$ cat config.mk
export PLATFORM = sky130hd
export DESIGN_NAME = ksort_cell
export DESIGN_NICKNAME = d
export VERILOG_FILES = /design/src/hw/rtl/ksort_pkg.sv /design/src/hw/rtl/ksort_cell.sv
export SDC_FILE = /design/constraint.sdc
export NUM_CORES = 1
export LEC_CHECK = 0
export ABC_CLOCK_PERIOD_IN_PS = 3700
export BUFFER_PORTS_ARGS = -buffer_cell sky130_fd_sc_hd__buf_4
export CORE_UTILIZATION = 25
export CTS_CLUSTER_DIAMETER = 150
export DETAILED_ROUTE_END_ITERATION = 10
export PLACE_DENSITY_LB_ADDON = 0.25
export SLEW_MARGIN = 25
export SYNTH_ARGS = -nofsm -noshare
export SYNTH_HDL_FRONTEND = slang
export SYNTH_SLANG_ARGS = --single-unit
$ cat constraint.sdc
create_clock -name clk -period 3.7 [get_ports clk]
set_input_delay 0.74 -clock clk [delete_from_list [all_inputs] [get_ports clk]]
set_output_delay 0.74 -clock clk [all_outputs]
set_load 0.1 [all_outputs]
$ cat src/hw/rtl/ksort_pkg.sv
`default_nettype none

package ksort_pkg;

	localparam int MAX_ITEMS_DEF = 64;
	localparam int ID_W          = 32;
	localparam int KEY_W         = 32;
	localparam int CFG_IDX_W     = 1;
	localparam int CFG_DATA_W    = 1;

	// configuration register indexes
	localparam logic [CFG_IDX_W-1:0] REG_DESCENDING = 1'b0;
	localparam logic [CFG_IDX_W-1:0] REG_TIES       = 1'b1;

	typedef struct packed {
		logic [ID_W-1:0]  item_id;
		logic [KEY_W-1:0] sort_key;
		logic             last;
	} in_t;

	typedef struct packed {
		logic [ID_W-1:0] item_id_res;
		logic            overflowed;
		logic            last_res;
	} out_t;

	typedef struct packed {
		logic [ID_W-1:0]  id;
		logic [KEY_W-1:0] key;
	} ent_t;

	typedef struct packed {
		logic vld;
		ent_t dat;
	} rec_t;

	typedef struct packed {
		logic desc;
		logic ties;
	} order_t;

	// head of the chain, as seen by the sequencer
	typedef struct packed {
		logic vld;
		logic more;
	} head_t;

	// sequencer to chain
	typedef struct packed {
		logic   shift;
		logic   ovf;
		order_t ord;
	} ctl_t;

	typedef enum logic [1:0] {
		ST_LOAD,
		ST_FEED,
		ST_DRAIN,
		ST_EMIT
	} st_t;

	// true when a must come out ahead of b
	function automatic logic goes_before(ent_t a, ent_t b, order_t o);
		if (a.key != b.key) begin
			return o.desc ? (a.key > b.key) : (a.key < b.key);
		end
		if (o.desc && o.ties) begin
			return a.id > b.id;
		end
		return a.id < b.id;
	endfunction

endpackage

`default_nettype wire

$ cat src/hw/rtl/ksort_cell.sv
`default_nettype none

module ksort_cell (
	input  logic              clk,
	input  logic              arst_n,
	input  ksort_pkg::order_t ord,
	input  logic              shift,
	input  ksort_pkg::rec_t   lane_in,
	input  ksort_pkg::rec_t   from_right,
	output ksort_pkg::rec_t   held,
	output ksort_pkg::rec_t   pass
);
	import ksort_pkg::*;

	logic held_vld_q;
	logic pass_vld_q;
	ent_t held_dat_q;
	ent_t pass_dat_q;
	logic take_new;

	// keep the better of the incoming and held records, hand the other on
	assign take_new = !held_vld_q || goes_before(lane_in.dat, held_dat_q, ord);

	always_ff @(posedge clk or negedge arst_n) begin
		if (!arst_n) begin
			held_vld_q <= 1'b0;
			pass_vld_q <= 1'b0;
		end else if (shift) begin
			held_vld_q <= from_right.vld;
			pass_vld_q <= 1'b0;
		end else if (lane_in.vld) begin
			held_vld_q <= 1'b1;
			pass_vld_q <= held_vld_q;
		end else begin
			pass_vld_q <= 1'b0;
		end
	end

	always_ff @(posedge clk) begin
		if (shift) begin
			held_dat_q <= from_right.dat;
		end else if (lane_in.vld) begin
			if (take_new) begin
				held_dat_q <= lane_in.dat;
				pass_dat_q <= held_dat_q;
			end else begin
				pass_dat_q <= lane_in.dat;
			end
		end
	end

	assign held = '{vld: held_vld_q, dat: held_dat_q};
	assign pass = '{vld: pass_vld_q, dat: pass_dat_q};

endmodule

`default_nettype wire

==> results.json <==
{
  "status": "complete, no violations",
  "skew_ns": 0.00924,
  "cts.clk_slew.worst_paths_ns": 0.06,
  "wl_per_cell_microns": 16.3,
  "hold_path.class": "in2async",
  "synth_fp_nets": 719,
  "synth_top_area_share": 0.537,
  "h-tree-depth": 4,
  "yosys.area.top_type": "edfxtp_1",
  "design.die.area_sq_um": 29300,
  "drt-initial-drc-count": 184,
  "end_kind": "flip-flop",
  "cts_buffers": 17,
  "drt_drc_violations_left": 0,
  "fmax_ghz": 0.306,
  "fp.dieW_microns": 171,
  "p_leak_nw": 4.51,
  "grt_antenna_before_repair": 0,
  "crit_fanout": 24,
  "cts_setup_buffers": 0,
  "hold_buffers": 0,
  "synth_edf_count": 128,
  "pin_count": 265,
  "switching_share": 0.367,
  "required_ns": 3.86,
  "cts.sinks": 130,
  "dieHeight_microns": 171,
  "synth_ff_type": "edfxtp_1",
  "fin_crit_sh": 0.883,
  "combPwrFrac": 0.321,
  "setup_tns_ns": 0,
  "fin_crit_ns": 3.27,
  "start_kind": "input pin",
  "final_layout_size_suffix_gt1_frac": 0.494,
  "p_per_area_nw_per_um2": 522,
  "grt_pass1_vias": 5135,
  "synthCells": 520,
  "cts_tree": "done",
  "ys_types": 39,
  "final-max-slew-violation-count": 0,
  "clock_power_share": 0.334,
  "postLayoutCellArea_sq_um": 10400,
  "rsz0062_at_grt": "false",
  "clock_path_buffers": 2,
  "synthTopCellsByArea": "edfxtp_1 (54%), mux2_2 (12%), ha_1 (11%)",
  "arrival_ns": 3.43,
  "hpwl_microns": 14900,
  "seqPwrFrac": 0.345,
  "syn_area_sq_um": 7160,
  "ant_nets": 0,
  "postLayoutCoreUtil": 0.370,
  "synthTopCellsByCount": "edfxtp_1 (128), mux2_2 (77), inv_1 (66), ha_1 (64), mux2_1 (49)",
  "grt_pass1_wl_microns": 29200,
  "routed_wl_microns": 19400,
  "vias": 5080,
  "switchingPower_mw": 1.98,
  "ys_seq_area_frac": 0.544,
  "dpl_cell_area_sq_um": 9740,
  "slew_headroom": 0.568,
  "start_util": 0.256,
  "dr.pass1.iters": 4,
  "ys_seq_elements": 130,
  "synth_area_per_cell_sq_um": 13.8,
  "worstMarginPinSlew_ns": 0.642,
  "maxCapViolCount": 0,
  "nets": 1000,
  "cts_root_buffer": "clkbuf_16",
  "area_growth_pct": 44.7,
  "async_reset_ff_frac": 0.0154,
  "via_per_inst": 4.26,
  "clk_latency_ns": 0.41,
  "hold_viol_final": 0,
  "critPathKind": "in2reg",
  "place_congestion": 0.702,
  "grt_overflow_total": 0,
  "intPower_mw": 3.42,
  "p_total_mw": 5.41,
  "track_usage": 0.134,
  "portBuffers": 264,
  "rows": 61,
  "yosysWarnings": 0,
  "core_area_sq_um": 28000,
  "ir_worst_vdd_v": 0.000193,
  "antenna_cells": 0,
  "grt_max_degree": 45,
  "cts.repair.resized": 0,
  "setup_viol": 0,
  "yosysMostFrequentCell": "edfxtp_1"
}
cells in the final DEF, fill, tap and decap left out, drive strengths merged, types with 6 or more instances in the layout:
cell	netlist	routed
a21oi	26	26
clkbuf	8	18
nand2	17	17
ha	64	64
buf	9	279
nand3	7	7
edfxtp	128	128
o21ai	9	9
mux2	126	126
clkinv	0	8
nor2	6	6
nand4	14	14
inv	66	66
stage by stage:
step	worst slack, ns	cells	hold WS [ns]
after floorplan	0.00153	520	0.444
after global placement	-0.0881	1160	0.531
after detailed placement	-0.119	1160	0.532
after CTS	0.333	1192	0.0807
after global routing	0.206	1192	0.0807
final	0.432	1192	0.108
cell families after synthesis:
kind of cell             count (synthesis)  synth area share
AO/OA/AOI/OAI                           56            0.0500
adder cells (fa/ha/maj)                 64             0.112
buffers and inverters                   83            0.0505
flip-flops                             130             0.544
multiplexers                           127             0.200
AND/OR/NAND/NOR                         60            0.0444
power by group through the flow:
stage	Combinational [mW]	Sequential [mW]	Clock, mW
floorplan	0.454	2.74	0
global placement	1.74	1.90	0
detailed placement	1.75	1.90	0
CTS	1.75	1.87	1.87
global route	1.84	1.88	1.93
finish	1.74	1.87	1.80
registers in the layout, summed over array words and instances (netlist names):
signal and count:
pass 64, held 64, pass_vld_q 1, held_vld_q 1
area by class of cell:
cell class	count	area (sq um)
Timing Repair Buffer	279	2130
Clock inverter	14	189
Clock buffer	18	429
Tap cell	378	473
Fill cell	2809	17600
Sequential cell	130	3890
Multi-Input combinational cell	307	3000
Inverter	66	248
critical path, cell delays in order:
cell and delay (ns):
buf_4 0.12, ha_1 0.28, a21oi_1 0.14, o21ai_0 0.16, a221o_1 0.37, o31ai_2 0.32
mux2i_1 0.21, a311oi_4 0.29, buf_4 0.39, mux2_1 0.36
metal layers:
metal / vias to the layer above / GRT usage / wire length (microns)
li1: 2518 / - / -
met1: 2401 / 0.171 / 8620
met2: 154 / 0.215 / 9020
met3: 7 / 0.0472 / 1590
met4: 0 / 0.0314 / 136
met5: - / 0 / 0
final timing paths:
path | from | end | slack (ns) | cells after the start
worst max-delay path | lane_in[37] | pass[43] | 0.43 | 10
worst min register to register | held_vld_q | pass_vld_q | 0.59 | 1
worst max register to register | held[37] | pass[43] | 0.45 | 10
min in group clk | from_right[64] | held_vld_q | 0.55 | 3
worst min-delay path | arst_n | held_vld_q | 0.11 | 1
max in group asynchronous | arst_n | pass_vld_q | 3.50 | 1
(Power assumes the default switching activity.)
